### src/hdl/svwr_pkg.sv
`timescale 1ns / 1ps
package svwr_pkg;

    localparam int PHASE_BITS       = 32;
    localparam int SINE_TABLE_DEPTH = 1024;
    localparam int SAMPLE_BITS      = 16;

    localparam int IDX_BITS   = $clog2(SINE_TABLE_DEPTH);
    localparam int QTR_BITS   = IDX_BITS - 2;
    localparam int QTR_SIZE   = SINE_TABLE_DEPTH / 4;
    localparam int SINE_BITS  = 15;
    localparam int AMP_BITS   = 16;
    localparam int GAIN_BITS  = 17;
    localparam int MAG_BITS   = 32;
    localparam int A4_BITS    = 32;
    localparam int MUL_A_BITS = 32;
    localparam int MUL_B_BITS = 17;
    localparam int MUL_P_BITS = MUL_A_BITS + MUL_B_BITS;
    localparam int SHIFT_BITS = 5;
    localparam int SEMI_BITS  = 4;

    localparam int OP_BITS      = 2;
    localparam int NOTE_BITS    = 7;
    localparam int VEL_BITS     = 7;
    localparam int S_TDATA_BITS = 16;
    localparam int M_TDATA_BITS = 24;

    localparam logic [A4_BITS-1:0]   A4_RESET  = 32'd42852281;
    localparam logic [GAIN_BITS-1:0] GAIN_ONE  = 17'd65536;
    localparam logic [15:0]          DECAY_Q16 = 16'd64881;
    localparam logic [GAIN_BITS-1:0] STOP_GAIN = 17'd327;

    typedef enum logic [OP_BITS-1:0] {
        OP_TICK     = 2'd0,
        OP_NOTE_ON  = 2'd1,
        OP_OFF_TAIL = 2'd2,
        OP_OFF_NOW  = 2'd3
    } op_t;

    typedef enum logic [2:0] {
        ST_IDLE,
        ST_INC,
        ST_MAG,
        ST_GAIN,
        ST_DECAY,
        ST_EMIT
    } ctrl_state_t;

    typedef enum logic [2:0] {
        CMD_NONE,
        CMD_ACCEPT,
        CMD_INC,
        CMD_MAG,
        CMD_GAIN,
        CMD_DECAY,
        CMD_EMIT
    } dp_cmd_t;

    typedef struct packed {
        logic inc_zero;
        logic releasing;
        logic out_free;
    } dp_status_t;

    localparam logic [MUL_B_BITS-1:0] SEMITONE_Q16 [0:11] = '{
        17'd65536,  17'd69433,  17'd73562,  17'd77936,
        17'd82570,  17'd87480,  17'd92682,  17'd98193,
        17'd104032, 17'd110218, 17'd116772, 17'd123715
    };

    typedef logic [SINE_BITS-1:0]             qsine_tab_t [0:QTR_SIZE-1];
    typedef logic [AMP_BITS-1:0]              amp_tab_t   [0:127];
    typedef logic [SHIFT_BITS+SEMI_BITS-1:0]  note_tab_t  [0:127];

    function automatic logic [SINE_BITS-1:0] quarter_sine(input logic [63:0] u);
        logic [63:0] u2;
        logic [63:0] t;
        logic [63:0] s;
        u2 = (u * u) >> 30;
        t  = 64'd172273;
        t  = 64'd5026995    - ((u2 * t) >> 30);
        t  = 64'd85569306   - ((u2 * t) >> 30);
        t  = 64'd693598668  - ((u2 * t) >> 30);
        t  = 64'd1686629713 - ((u2 * t) >> 30);
        s  = (u * t) >> 30;
        s  = (s + 64'd16384) >> 15;
        if (s > 64'd32767) begin
            s = 64'd32767;
        end
        return s[SINE_BITS-1:0];
    endfunction

    function automatic qsine_tab_t build_qsine();
        qsine_tab_t tab;
        for (int i = 0; i < QTR_SIZE; i++) begin
            tab[i] = quarter_sine(64'(i) << (30 - QTR_BITS));
        end
        return tab;
    endfunction

    function automatic amp_tab_t build_amp();
        amp_tab_t tab;
        for (int v = 0; v < 128; v++) begin
            tab[v] = AMP_BITS'((v * 98304 + 635) / 1270);
        end
        return tab;
    endfunction

    // note + 3 split into octave and semitone, octave turned into the right shift
    function automatic note_tab_t build_note();
        note_tab_t tab;
        int        semi;
        int        oct;
        semi = 3;
        oct  = 0;
        for (int k = 0; k < 128; k++) begin
            tab[k] = {SHIFT_BITS'(22 - oct), SEMI_BITS'(semi)};
            if (semi == 11) begin
                semi = 0;
                oct  = oct + 1;
            end else begin
                semi = semi + 1;
            end
        end
        return tab;
    endfunction

    localparam qsine_tab_t           QSINE      = build_qsine();
    localparam logic [SINE_BITS-1:0] QSINE_PEAK = quarter_sine(64'd1 << 30);
    localparam amp_tab_t             AMP_TAB    = build_amp();
    localparam note_tab_t            NOTE_TAB   = build_note();

endpackage

### src/hdl/svwr_ctrl.sv
`timescale 1ns / 1ps
module svwr_ctrl (
    input  logic                       aclk,
    input  logic                       aresetn,
    input  logic                       s_tvalid,
    output logic                       s_tready,
    input  logic [svwr_pkg::OP_BITS-1:0] s_tuser,
    input  svwr_pkg::dp_status_t       status,
    output svwr_pkg::dp_cmd_t          cmd
);

    svwr_pkg::ctrl_state_t state_reg;
    svwr_pkg::ctrl_state_t state_next;
    svwr_pkg::op_t         op;

    assign op = svwr_pkg::op_t'(s_tuser);

    always_ff @(posedge aclk) begin
        if (!aresetn) begin
            state_reg <= svwr_pkg::ST_IDLE;
        end else begin
            state_reg <= state_next;
        end
    end

    always_comb begin
        state_next = state_reg;
        unique case (state_reg)
            svwr_pkg::ST_IDLE: begin
                if (s_tvalid) begin
                    unique case (op)
                        svwr_pkg::OP_TICK: begin
                            state_next = status.inc_zero ? svwr_pkg::ST_EMIT
                                                         : svwr_pkg::ST_MAG;
                        end
                        svwr_pkg::OP_NOTE_ON: begin
                            state_next = svwr_pkg::ST_INC;
                        end
                        default: begin
                            state_next = svwr_pkg::ST_IDLE;
                        end
                    endcase
                end
            end
            svwr_pkg::ST_INC: begin
                state_next = svwr_pkg::ST_IDLE;
            end
            svwr_pkg::ST_MAG: begin
                state_next = status.releasing ? svwr_pkg::ST_GAIN : svwr_pkg::ST_EMIT;
            end
            svwr_pkg::ST_GAIN: begin
                state_next = svwr_pkg::ST_DECAY;
            end
            svwr_pkg::ST_DECAY: begin
                state_next = svwr_pkg::ST_EMIT;
            end
            svwr_pkg::ST_EMIT: begin
                if (status.out_free) begin
                    state_next = svwr_pkg::ST_IDLE;
                end
            end
            default: begin
                state_next = svwr_pkg::ST_IDLE;
            end
        endcase
    end

    always_comb begin
        s_tready = 1'b0;
        cmd      = svwr_pkg::CMD_NONE;
        unique case (state_reg)
            svwr_pkg::ST_IDLE: begin
                s_tready = 1'b1;
                cmd      = s_tvalid ? svwr_pkg::CMD_ACCEPT : svwr_pkg::CMD_NONE;
            end
            svwr_pkg::ST_INC:   cmd = svwr_pkg::CMD_INC;
            svwr_pkg::ST_MAG:   cmd = svwr_pkg::CMD_MAG;
            svwr_pkg::ST_GAIN:  cmd = svwr_pkg::CMD_GAIN;
            svwr_pkg::ST_DECAY: cmd = svwr_pkg::CMD_DECAY;
            svwr_pkg::ST_EMIT:  cmd = svwr_pkg::CMD_EMIT;
            default:            cmd = svwr_pkg::CMD_NONE;
        endcase
    end

    a_gain_after_mag: assert property (@(posedge aclk) disable iff (!aresetn)
        (state_reg == svwr_pkg::ST_GAIN) |-> ($past(state_reg) == svwr_pkg::ST_MAG))
        else $error("gain step without a preceding level product");

    a_emit_holds: assert property (@(posedge aclk) disable iff (!aresetn)
        (state_reg == svwr_pkg::ST_EMIT && !status.out_free)
            |=> (state_reg == svwr_pkg::ST_EMIT))
        else $error("result dropped while output register busy");

endmodule

### src/hdl/svwr_datapath.sv
`timescale 1ns / 1ps
module svwr_datapath (
    input  logic                                   aclk,
    input  logic                                   aresetn,
    input  svwr_pkg::dp_cmd_t                      cmd,
    output svwr_pkg::dp_status_t                   status,
    input  logic [svwr_pkg::S_TDATA_BITS-1:0]      s_tdata,
    input  logic [svwr_pkg::OP_BITS-1:0]           s_tuser,
    input  logic                                   cfg_valid,
    output logic                                   cfg_ready,
    input  logic [svwr_pkg::A4_BITS-1:0]           cfg_data,
    output logic                                   m_tvalid,
    input  logic                                   m_tready,
    output logic [svwr_pkg::M_TDATA_BITS-1:0]      m_tdata
);

    localparam int PB   = svwr_pkg::PHASE_BITS;
    localparam int SB   = svwr_pkg::SAMPLE_BITS;
    localparam int MB   = svwr_pkg::MAG_BITS;
    localparam int PBIT = svwr_pkg::MUL_P_BITS;
    localparam int QB   = svwr_pkg::QTR_BITS;
    localparam int PAD  = svwr_pkg::M_TDATA_BITS - SB - 1;
    localparam logic [MB:0] SMP_HALF = (MB + 1)'(1) << (31 - SB);
    localparam logic [MB:0] SMP_MAX  = (MB + 1)'((1 << (SB - 1)) - 1);

    logic [svwr_pkg::A4_BITS-1:0]    a4_reg,     a4_next;
    logic [PB-1:0]                   phase_reg,  phase_next;
    logic [PB-1:0]                   inc_reg,    inc_next;
    logic [svwr_pkg::AMP_BITS-1:0]   amp_reg,    amp_next;
    logic [svwr_pkg::GAIN_BITS-1:0]  gain_reg,   gain_next;
    logic [svwr_pkg::SINE_BITS-1:0]  sin_reg,    sin_next;
    logic                            neg_reg,    neg_next;
    logic [MB-1:0]                   mag_reg,    mag_next;
    logic [svwr_pkg::SEMI_BITS-1:0]  semi_reg,   semi_next;
    logic [svwr_pkg::SHIFT_BITS-1:0] shift_reg,  shift_next;
    logic                            m_tvalid_reg, m_tvalid_next;
    logic [svwr_pkg::M_TDATA_BITS-1:0] m_tdata_reg, m_tdata_next;

    svwr_pkg::op_t                   op;
    logic [svwr_pkg::NOTE_BITS-1:0]  note;
    logic [svwr_pkg::VEL_BITS-1:0]   vel;
    logic [svwr_pkg::IDX_BITS-1:0]   idx;
    logic [QB:0]                     qidx;
    logic [svwr_pkg::SHIFT_BITS+svwr_pkg::SEMI_BITS-1:0] note_entry;
    logic [svwr_pkg::MUL_A_BITS-1:0] mul_a;
    logic [svwr_pkg::MUL_B_BITS-1:0] mul_b;
    logic [PBIT-1:0]                 mul_p;
    logic [PBIT:0]                   inc_sum;
    logic [PB-1:0]                   inc_round;
    logic [PBIT-1:0]                 prod_rnd;
    logic [svwr_pkg::GAIN_BITS-1:0]  gain_decayed;
    logic [MB:0]                     smp_sum;
    logic [MB:0]                     smp_full;
    logic [SB-1:0]                   smp_mag;
    logic [SB-1:0]                   sample;
    logic                            active;
    logic                            out_free;

    assign op         = svwr_pkg::op_t'(s_tuser);
    assign note       = s_tdata[svwr_pkg::NOTE_BITS-1:0];
    assign vel        = s_tdata[svwr_pkg::NOTE_BITS +: svwr_pkg::VEL_BITS];
    assign idx        = phase_reg[PB-1 -: svwr_pkg::IDX_BITS];
    assign note_entry = svwr_pkg::NOTE_TAB[note];
    assign out_free   = !m_tvalid_reg || m_tready;
    assign active     = (inc_reg != '0);

    assign status.inc_zero  = (inc_reg == '0);
    assign status.releasing = (gain_reg != '0);
    assign status.out_free  = out_free;

    assign cfg_ready = 1'b1;
    assign m_tvalid  = m_tvalid_reg;
    assign m_tdata   = m_tdata_reg;

    always_comb begin
        if (idx[svwr_pkg::IDX_BITS-2]) begin
            qidx = (QB + 1)'(svwr_pkg::QTR_SIZE) - {1'b0, idx[QB-1:0]};
        end else begin
            qidx = {1'b0, idx[QB-1:0]};
        end
    end

    always_comb begin
        mul_a = '0;
        mul_b = '0;
        unique case (cmd)
            svwr_pkg::CMD_INC: begin
                mul_a = a4_reg;
                mul_b = svwr_pkg::SEMITONE_Q16[semi_reg];
            end
            svwr_pkg::CMD_MAG: begin
                mul_a = svwr_pkg::MUL_A_BITS'(amp_reg);
                mul_b = svwr_pkg::MUL_B_BITS'(sin_reg);
            end
            svwr_pkg::CMD_GAIN: begin
                mul_a = mag_reg;
                mul_b = gain_reg;
            end
            svwr_pkg::CMD_DECAY: begin
                mul_a = svwr_pkg::MUL_A_BITS'(svwr_pkg::DECAY_Q16);
                mul_b = gain_reg;
            end
            default: begin
                mul_a = '0;
                mul_b = '0;
            end
        endcase
    end

    assign mul_p        = PBIT'(mul_a) * PBIT'(mul_b);
    assign inc_sum      = {1'b0, mul_p}
                        + ((PBIT + 1)'(1) << (shift_reg - svwr_pkg::SHIFT_BITS'(1)));
    assign inc_round    = PB'(inc_sum >> shift_reg);
    assign prod_rnd     = mul_p + PBIT'(32768);
    assign gain_decayed = svwr_pkg::GAIN_BITS'(prod_rnd >> 16);

    assign smp_sum  = {1'b0, mag_reg} + SMP_HALF;
    assign smp_full = smp_sum >> (32 - SB);
    assign smp_mag  = (smp_full > SMP_MAX) ? SMP_MAX[SB-1:0] : smp_full[SB-1:0];
    assign sample   = neg_reg ? (SB'(0) - smp_mag) : smp_mag;

    always_comb begin
        a4_next       = cfg_valid ? cfg_data : a4_reg;
        phase_next    = phase_reg;
        inc_next      = inc_reg;
        amp_next      = amp_reg;
        gain_next     = gain_reg;
        sin_next      = sin_reg;
        neg_next      = neg_reg;
        mag_next      = mag_reg;
        semi_next     = semi_reg;
        shift_next    = shift_reg;
        m_tvalid_next = m_tvalid_reg && !m_tready;
        m_tdata_next  = m_tdata_reg;
        unique case (cmd)
            svwr_pkg::CMD_ACCEPT: begin
                unique case (op)
                    svwr_pkg::OP_TICK: begin
                        sin_next = qidx[QB] ? svwr_pkg::QSINE_PEAK
                                            : svwr_pkg::QSINE[qidx[QB-1:0]];
                        neg_next = idx[svwr_pkg::IDX_BITS-1];
                        mag_next = '0;
                    end
                    svwr_pkg::OP_NOTE_ON: begin
                        phase_next = '0;
                        amp_next   = svwr_pkg::AMP_TAB[vel];
                        gain_next  = '0;
                        semi_next  = note_entry[svwr_pkg::SEMI_BITS-1:0];
                        shift_next = note_entry[svwr_pkg::SEMI_BITS +: svwr_pkg::SHIFT_BITS];
                    end
                    svwr_pkg::OP_OFF_TAIL: begin
                        if (gain_reg == '0) begin
                            gain_next = svwr_pkg::GAIN_ONE;
                        end
                    end
                    svwr_pkg::OP_OFF_NOW: begin
                        inc_next  = '0;
                        gain_next = '0;
                    end
                    default: begin
                        inc_next = inc_reg;
                    end
                endcase
            end
            svwr_pkg::CMD_INC: begin
                inc_next = inc_round;
            end
            svwr_pkg::CMD_MAG: begin
                mag_next = MB'(mul_p);
            end
            svwr_pkg::CMD_GAIN: begin
                mag_next = MB'(prod_rnd >> 16);
            end
            svwr_pkg::CMD_DECAY: begin
                if (gain_decayed <= svwr_pkg::STOP_GAIN) begin
                    inc_next  = '0;
                    gain_next = '0;
                end else begin
                    gain_next = gain_decayed;
                end
            end
            svwr_pkg::CMD_EMIT: begin
                if (out_free) begin
                    m_tvalid_next = 1'b1;
                    m_tdata_next  = {{PAD{1'b0}}, active, sample};
                    phase_next    = phase_reg + inc_reg;
                end
            end
            default: begin
                m_tdata_next = m_tdata_reg;
            end
        endcase
    end

    always_ff @(posedge aclk) begin
        if (!aresetn) begin
            a4_reg       <= svwr_pkg::A4_RESET;
            phase_reg    <= '0;
            inc_reg      <= '0;
            amp_reg      <= '0;
            gain_reg     <= '0;
            m_tvalid_reg <= 1'b0;
        end else begin
            a4_reg       <= a4_next;
            phase_reg    <= phase_next;
            inc_reg      <= inc_next;
            amp_reg      <= amp_next;
            gain_reg     <= gain_next;
            m_tvalid_reg <= m_tvalid_next;
        end
    end

    always_ff @(posedge aclk) begin
        sin_reg     <= sin_next;
        neg_reg     <= neg_next;
        mag_reg     <= mag_next;
        semi_reg    <= semi_next;
        shift_reg   <= shift_next;
        m_tdata_reg <= m_tdata_next;
    end

    a_gain_range: assert property (@(posedge aclk) disable iff (!aresetn)
        (gain_reg == '0) || (gain_reg > svwr_pkg::STOP_GAIN && gain_reg <= svwr_pkg::GAIN_ONE))
        else $error("release gain outside its live range");

    a_word_from_emit: assert property (@(posedge aclk) disable iff (!aresetn)
        $rose(m_tvalid_reg) |-> $past(cmd == svwr_pkg::CMD_EMIT))
        else $error("output word loaded outside emit");

endmodule

### src/hdl/sine_voice_with_release_core.sv
`timescale 1ns / 1ps
// channel   direction  ports                          word
// s_        in         s_tvalid s_tready s_tdata      tuser: operation; tdata: note, velocity
//                      s_tuser
// m_        out        m_tvalid m_tready m_tdata      tdata: sample, active
// cfg_      in         cfg_valid cfg_ready cfg_data   a4_increment
//
// Note-off words finish on acceptance; note-on adds the increment step (one shared 32x17 multiplier pass).
// Tick words go straight to emit when silent, through the level product when sounding,
// and also through gain and decay while releasing, all on the one shared multiplier.
// A tick waits in its emit state while the output register is still full.
// aresetn is synchronous: voice silent, release cleared, a4_increment at default.
// cfg_ready is always high; write only while the voice is idle.
module sine_voice_with_release_core (
    input  logic                                 aclk,
    input  logic                                 aresetn,
    input  logic                                 s_tvalid,
    output logic                                 s_tready,
    input  logic [svwr_pkg::S_TDATA_BITS-1:0]    s_tdata,   // note, velocity, zero pad
    input  logic [svwr_pkg::OP_BITS-1:0]         s_tuser,   // operation
    output logic                                 m_tvalid,
    input  logic                                 m_tready,
    output logic [svwr_pkg::M_TDATA_BITS-1:0]    m_tdata,   // sample, active, zero pad
    input  logic                                 cfg_valid,
    output logic                                 cfg_ready,
    input  logic [svwr_pkg::A4_BITS-1:0]         cfg_data
);

    svwr_pkg::dp_cmd_t    cmd;
    svwr_pkg::dp_status_t status;

    svwr_ctrl u_ctrl (
        .aclk     (aclk),
        .aresetn  (aresetn),
        .s_tvalid (s_tvalid),
        .s_tready (s_tready),
        .s_tuser  (s_tuser),
        .status   (status),
        .cmd      (cmd)
    );

    svwr_datapath u_datapath (
        .aclk      (aclk),
        .aresetn   (aresetn),
        .cmd       (cmd),
        .status    (status),
        .s_tdata   (s_tdata),
        .s_tuser   (s_tuser),
        .cfg_valid (cfg_valid),
        .cfg_ready (cfg_ready),
        .cfg_data  (cfg_data),
        .m_tvalid  (m_tvalid),
        .m_tready  (m_tready),
        .m_tdata   (m_tdata)
    );

endmodule

### config.mk
export PLATFORM = sky130hd
export DESIGN_NAME = sine_voice_with_release_core
export DESIGN_NICKNAME = d
export VERILOG_FILES = /design/src/hdl/svwr_pkg.sv /design/src/hdl/svwr_ctrl.sv /design/src/hdl/svwr_datapath.sv /design/src/hdl/sine_voice_with_release_core.sv
export SDC_FILE = /design/constraint.sdc
export NUM_CORES = 2
export LEC_CHECK = 0
export BUFFER_PORTS_ARGS = -buffer_cell sky130_fd_sc_hd__buf_4
export CORE_AREA = 2 2 376 378
export CTS_CLUSTER_DIAMETER = 150
export CTS_CLUSTER_SIZE = 20
export DETAILED_ROUTE_END_ITERATION = 7
export DIE_AREA = 0 0 378 380
export PLACE_DENSITY = 0.53
export SLEW_MARGIN = 30
export SYNTH_ARGS = -nofsm -noshare
export SYNTH_HDL_FRONTEND = slang
export SYNTH_SLANG_ARGS = --single-unit
### constraint.sdc
create_clock -name aclk -period 15.69 [get_ports aclk]
set_clock_uncertainty 0.05 [all_clocks]
set_input_delay 0.7845 -clock aclk [delete_from_list [all_inputs] [get_ports aclk]]
set_output_delay 0.7845 -clock aclk [all_outputs]
set_load 0.02 [all_outputs]
After elaboration in Yosys (flattened, before gate mapping)
Memories as Yosys holds them, arrays and structs flattened. A register that Yosys moved wholly into a read port is not among the register bits.
Cells that the tools add are included.

storage, ports and cells
  bits of input ports = 55
  output and inout port bits = 27
  memory bits (read-only) = 7312
  memories kept = 4
  register bits after elaboration = 167

operators by class
  magnitude comparators = 3
  reduce and logical (&&, ||, !) cells = 25
  mux-type cells = 30
  $add $sub $neg = 7
  multiply operators = 1
  bitwise logic cells = 4
  equal/unequal tests = 23
  shifts and indexed selects = 2

memory list
  name              depth  bits a word  rd ports  clocked after Yosys merged registers in  wr ports  line                  source
  (name not given)  256    15           1         1                                        0         svwr_datapath.sv:140  : svwr_pkg::QSINE[qidx[QB-1:0]];
  (name not given)  128    16           1         1                                        0         svwr_datapath.sv:146  amp_next = svwr_pkg::AMP_TAB[vel];
  (name not given)  128    9            1         1                                        0         svwr_datapath.sv:63   assign note_entry = svwr_pkg::NOTE_TAB[note];
  (name not given)  16     17           1         0                                        0         svwr_datapath.sv:89   mul_b = svwr_pkg::SEMITONE_Q16[semi_reg];

operator list
  operator                                                                            number
  32-bit one-hot mux with 3 select lines                                              2
  32-bit two-way mux                                                                  5
  32-bit one-hot mux with 4 select lines                                              1
  17-bit two-way mux                                                                  4
  17-bit one-hot mux with 2 select lines                                              2
  32-bit one-hot mux with 2 select lines                                              1
  17-bit one-hot mux with 3 select lines                                              1
  49-bit by 50-bit adder with 50-bit output                                           1
  1-bit by 5-bit << shifter with 50-bit output (first input constant)                 1
  50-bit by 5-bit right shift with 32-bit output                                      1
  32-bit by 17-bit multiplier with 49-bit output                                      1
  48-bit by 16-bit adder with 48-bit output (second input constant)                   1
  32-bit by 16-bit adder with 33-bit output (second input constant)                   1
  32-bit adder                                                                        1
  32-bit logical NOT                                                                  1
  16-bit two-way mux                                                                  2
  32-bit nonzero test                                                                 1
  3-bit one-hot mux with 6 select lines                                               1
  17-bit by 15-bit greater-than comparator with 1-bit output (second input constant)  1
  17-bit by 9-bit <= comparator with 1-bit output (second input constant)             1
  17-bit logical NOT                                                                  1
  17-bit nonzero test                                                                 1
  7-bit NOT with 8-bit output                                                         2
  1-bit by 16-bit subtractor with 16-bit output (first input constant)                1
  28 further kinds                                                                    60

Depth between registers and ports, before layout
  depth in word-level cells = 10
  gate-level depth with buffers = 45
  gate-level depth less buffers = 43

By module
A second synthesis with hierarchy kept.

second synthesis, totals
  cells, all modules = 5364
  area, all modules = 41044.4 um^2

by module, submodules not included
  module         area an instance (um^2)  times used  cells an instance
  svwr_datapath  40771.6                  1           5331
  svwr_ctrl      272.8                    1           33

Least setup slack after synthesis
No wires, ideal clock.

  path kind = register -> register
  from = register u_ctrl.state_reg[1]
  to = register u_datapath.inc_reg[14]
  data arrival time = 10.361 ns
  clock period less this slack = 10.533 ns
  slack = 5.157 ns
  path buffers = 4
  stages on the path, launching flop included = 40
  cell sequence = dfxtp_1 clkbuf_1 clkbuf_1 buf_1 o21ai_0 a22oi_1 nor2_1 a21oi_1 clkbuf_1 nor2_1 fa_1 inv_1 fa_1 fa_1 inv_1 fa_1 fa_1 inv_1 [... 4 more ...] o21ai_1 nor2_1 nor2_2 xor2_1 ha_1 a2111o_1 o221ai_1 o21bai_1 a211oi_2 or2_2 a31oi_1 nor4_2 o311ai_1 xnor2_1 mux2i_1 o22ai_1 mux4_2 a221o_1

between the ends
  longest elaborated chain between the ends = 10
  elaborated cells between the ends (all ways) = 25
  those cells by class = add/sub: 2; mul: 1; order compare: 1; eq/ne: 12; shift: 1; mux: 4; reduce/logical: 4

RTL lines
  what                                                line                                       source
  start: declaration                                  svwr_ctrl.sv:12                            svwr_pkg::ctrl_state_t state_reg;
  start signal: assignment                            svwr_ctrl.sv:20                            state_reg <= svwr_pkg::ST_IDLE;
  start signal: assignment                            svwr_ctrl.sv:22                            state_reg <= state_next;
  3-bit equality test (tied with other cells)         svwr_ctrl.sv:71                            unique case (state_reg)
  3-bit one-hot mux with 6 select lines *             svwr_ctrl.sv:71
  3-bit equality test, on equally long branches       svwr_datapath.sv:86, svwr_datapath.sv:135
  2-bit OR reduction (no line)                        -
  17-bit one-hot mux with 3 select lines              svwr_datapath.sv:86                        unique case (cmd)
  32-bit by 17-bit multiplier with 49-bit output      svwr_datapath.sv:110                       assign mul_p = PBIT'(mul_a) * PBIT'(mul_b);
  48-bit by 16-bit adder with 48-bit output           svwr_datapath.sv:114                       assign prod_rnd = mul_p + PBIT'(32768);
  17-bit by 9-bit <= comparator with 1-bit output     svwr_datapath.sv:175                       if (gain_decayed <= svwr_pkg::STOP_GAIN) begin
  2-bit by 1-bit != test with 1-bit output (no line)  -
  3-bit AND reduction (no line)                       -
  end signal: assignment                              svwr_datapath.sv:206                       inc_reg <= inc_next;
  end: declaration                                    svwr_datapath.sv:28                        logic [PB-1:0] inc_reg, inc_next;

Every way passes the cells marked *; elsewhere a longest branch is shown, timed or not.
A chain may end at the register's enable or synchronous reset.

Worst setup path after layout
  from = register u_ctrl.state_reg[1]
  to = register u_datapath.inc_reg[9]

Same word-level chain as after synthesis.

==> flow_summary.ini <==
[status]
status = completed

[detailed_routing]
first_pass_iters = 6
first_iter_violations = 4109
drc = 0
wl_per_cell_um = 21.8
viasPerCell = 5.61
route.vias.total = 40261
routed_wl_um = 156000
antenna_left = 0

[cts]
cts_buffer_depth = 3
cts_setup_buffers = 0
cts_resized = 0
cts_buffers = 17
clkSinkCount = 205
cts_tree = built
cts_hold_buf = 0
clk_pin_slew_ns = 0.09
h-tree-depth = 1
root_buffer = clkbuf_16
clk_latency_ns = 0.58

[floorplan]
io_pins = 82
rows = 137
start_util_pct = 29.9
dieArea_um2 = 144000
core_area_um2 = 139000
fp.dieH_um = 380
die_w_um = 378

[setup_path]
cpMostUsedCell = fa_1
end_kind = flip-flop
crit_arrival_ns = 13.89
slowest_stage = nor4_1
cp_max_fo = 50
worstPathRequired_ns = 16.15
cpPeakStageDelay_ns = 0.87
cp-start-kind = flip-flop
critical_path_class = reg2reg

[timing]
setup_viol = 0
maxSlewViolCount = 0
fin_crit_sh_pct = 85.6
max_freq_mhz = 74.5
final.setup.worst_slack_ns = 2.26
fin_crit_ns = 13.43
fin_tns_setup_ns = 0
hold_viol = 0
rsz0062_at_grt = false
holdWs_ns = 0.368
worst_pin_slew_ns = 1.10
max-slew-margin-rel_pct = 26.5

[global_route]
track_usage_pct = 21.4
grt_pass1_wl_um = 242000
grt_max_degree = 89
grt_pass1_vias = 39422
grt-ovfl-total = 0
antenna_found_initial = 3

[yosys]
yosysSeqAreaShare_pct = 11.7
synthArstFlopShare_pct = 0
syn_area_per_cell_um2 = 7.58
yosysTopAreaCellShare_pct = 21.7
ys_top_cells_by_area = fa_1 22%, ha_1 6.8%, nand2_1 6.6%
yosys.area.top_type = fa_1
synth_area_um2 = 41600
synthCells = 5484
ys_warn_count = 0
yosys_most_used_dff = dfxtp_1
synth_edf_count = 74
ys_seq_elements = 205
synth.distinct_cells = 114

[place]
gp_congestion = 0.953
place_area_um2 = 43800
hpwlAfterDp_um = 121000
dp_cells = 7151
portBuffers = 71
place_ws_ns = 2.55

[finish]
nets = 6026
n_antenna_cell = 0
multi_input_area_um2 = 33100
drive_above_1_share_pct = 6.47
final_area_um2 = 44400
area_growth_pct = 6.82
stdcell_count = 7180
seq_area_um2 = 4850
fillers = 15164

[power]
irDropWorstVdd_mv = 0.0524
power_leakage_nw = 19.0
p_per_area_nw_per_um2 = 46.7

[flow_run]
drv_cap = 0

[hold_path]
min_path_type = in2reg
==> worst paths after layout <==
| check | cells after the start | from | to | slack (ns) |
|---|---|---|---|---|
| setup / recovery | 37 | u_ctrl.state_reg[1]$_SDFFE_PN0P_ | u_datapath.inc_reg[9]$_SDFFE_PN0P_ | 2.26 |
| hold / removal | 3 | cfg_data[18] | u_datapath.a4_reg[18]$_SDFFE_PN1P_ | 0.37 |
| setup reg to reg | 37 | u_ctrl.state_reg[1]$_SDFFE_PN0P_ | u_datapath.inc_reg[9]$_SDFFE_PN0P_ | 2.26 |
| hold reg to reg | 2 | u_datapath.amp_reg[0]$_SDFFE_PN0P_ | u_datapath.amp_reg[0]$_SDFFE_PN0P_ | 0.41 |
==> logic make-up after synthesis <==
| family | after synthesis | synth area share [%] |
|---|---|---|
| XOR/XNOR | 173 | 3.70 |
| multiplexers | 143 | 4.09 |
| buffers and inverters | 997 | 9.12 |
| other | 2 | 0.0181 |
| AND/OR/NAND/NOR | 1908 | 20.1 |
| adder cells (fa/ha/maj) | 677 | 28.5 |
| AO/OA/AOI/OAI | 1379 | 22.8 |
| flip-flops | 205 | 11.7 |
==> final cells by class <==
cell class	count	share of cell area, %
clock inverters	9	0.254
flip-flops and latches	205	10.9
multi-input cells	4288	74.6
repair buffers	158	2.67
well taps	1876	5.29
inverters	624	5.28
clock buffers	20	0.984
==> critical path, delay by kind of cell (launching register included) <==
kind	cells	cell delay, ns
buf+inv	6	0.81
simple gates	8	3.82
xor+xnor	1	0.71
mux	2	0.68
flops	1	0.32
compound gates	12	2.98
fa+ha+maj	8	3.90
==> Yosys cell counts, types with 19 or more instances <==
| master | count |
|---|---|
| or2_2 | 19 |
| a211oi_1 | 88 |
| ha_1 | 226 |
| mux2i_1 | 100 |
| o21a_1 | 23 |
| a22oi_1 | 89 |
| o21ai_0 | 269 |
| nand2b_1 | 44 |
| a221oi_1 | 21 |
| o22ai_1 | 27 |
| o31ai_1 | 24 |
| nor2_1 | 646 |
| a311oi_1 | 25 |
| o21ai_1 | 27 |
| edfxtp_1 | 74 |
| a22o_1 | 28 |
| a21o_1 | 81 |
| buf_1 | 40 |
| nor3_1 | 117 |
| fa_1 | 451 |
| mux2_2 | 24 |
| and3_1 | 29 |
| dfxtp_1 | 131 |
| xor2_1 | 58 |
| mux4_2 | 19 |
| inv_1 | 616 |
| o311ai_0 | 30 |
| nand3_1 | 112 |
| xnor2_1 | 113 |
| and2_1 | 46 |
| nor4_1 | 35 |
| nand2_1 | 729 |
| a21oi_1 | 299 |
| o211ai_1 | 56 |
| a31oi_1 | 57 |
| nand4_1 | 45 |
| or3_1 | 19 |
| nor2b_1 | 21 |
| o221ai_1 | 21 |
| clkbuf_1 | 316 |
==> placed cells by master (no fill, tap or decap), types with 20 or more instances in the layout <==
cell / instances
a211oi_1: 88
a21o_1: 81
a21oi_1: 290
a221oi_1: 21
a22o_1: 28
a22oi_1: 88
a311oi_1: 25
a31oi_1: 57
and2_1: 45
and3_1: 29
buf_4: 158
dfxtp_1: 128
edfxtp_1: 74
fa_1: 451
ha_1: 226
inv_1: 615
mux2_2: 24
mux2i_1: 100
nand2_1: 728
nand2b_1: 44
nand3_1: 112
nand4_1: 45
nor2_1: 639
nor2b_1: 20
nor3_1: 116
nor4_1: 35
o211ai_1: 56
o21a_1: 23
o21ai_0: 267
o21ai_1: 27
o221ai_1: 21
o22ai_1: 27
o311ai_0: 30
o31ai_1: 24
xnor2_1: 107
xor2_1: 55
==> power by group <==
group          internal [mW]  switching (mW)
registers              0.574          0.0270
clock network          0.212           0.266
logic                  0.300           0.696
==> stage by stage <==
step	utilization, %	power [mW]
2_1_floorplan	-	1.24
3_3_place_gp	31.5	1.58
3_5_place_dp	31.5	1.58
4_1_cts	31.9	2.08
5_1_grt	31.9	2.19
6_report	31.9	2.07
==> metal layers <==
metal	global-route usage [%]	share of wire, %	vias to the layer above
li1	-	-	18477
met1	30.6	45	19929
met2	32.8	44	1602
met3	2.57	6.8	253
met4	7.62	4.0	0
met5	0	0	-
(Power assumes the default switching activity.)
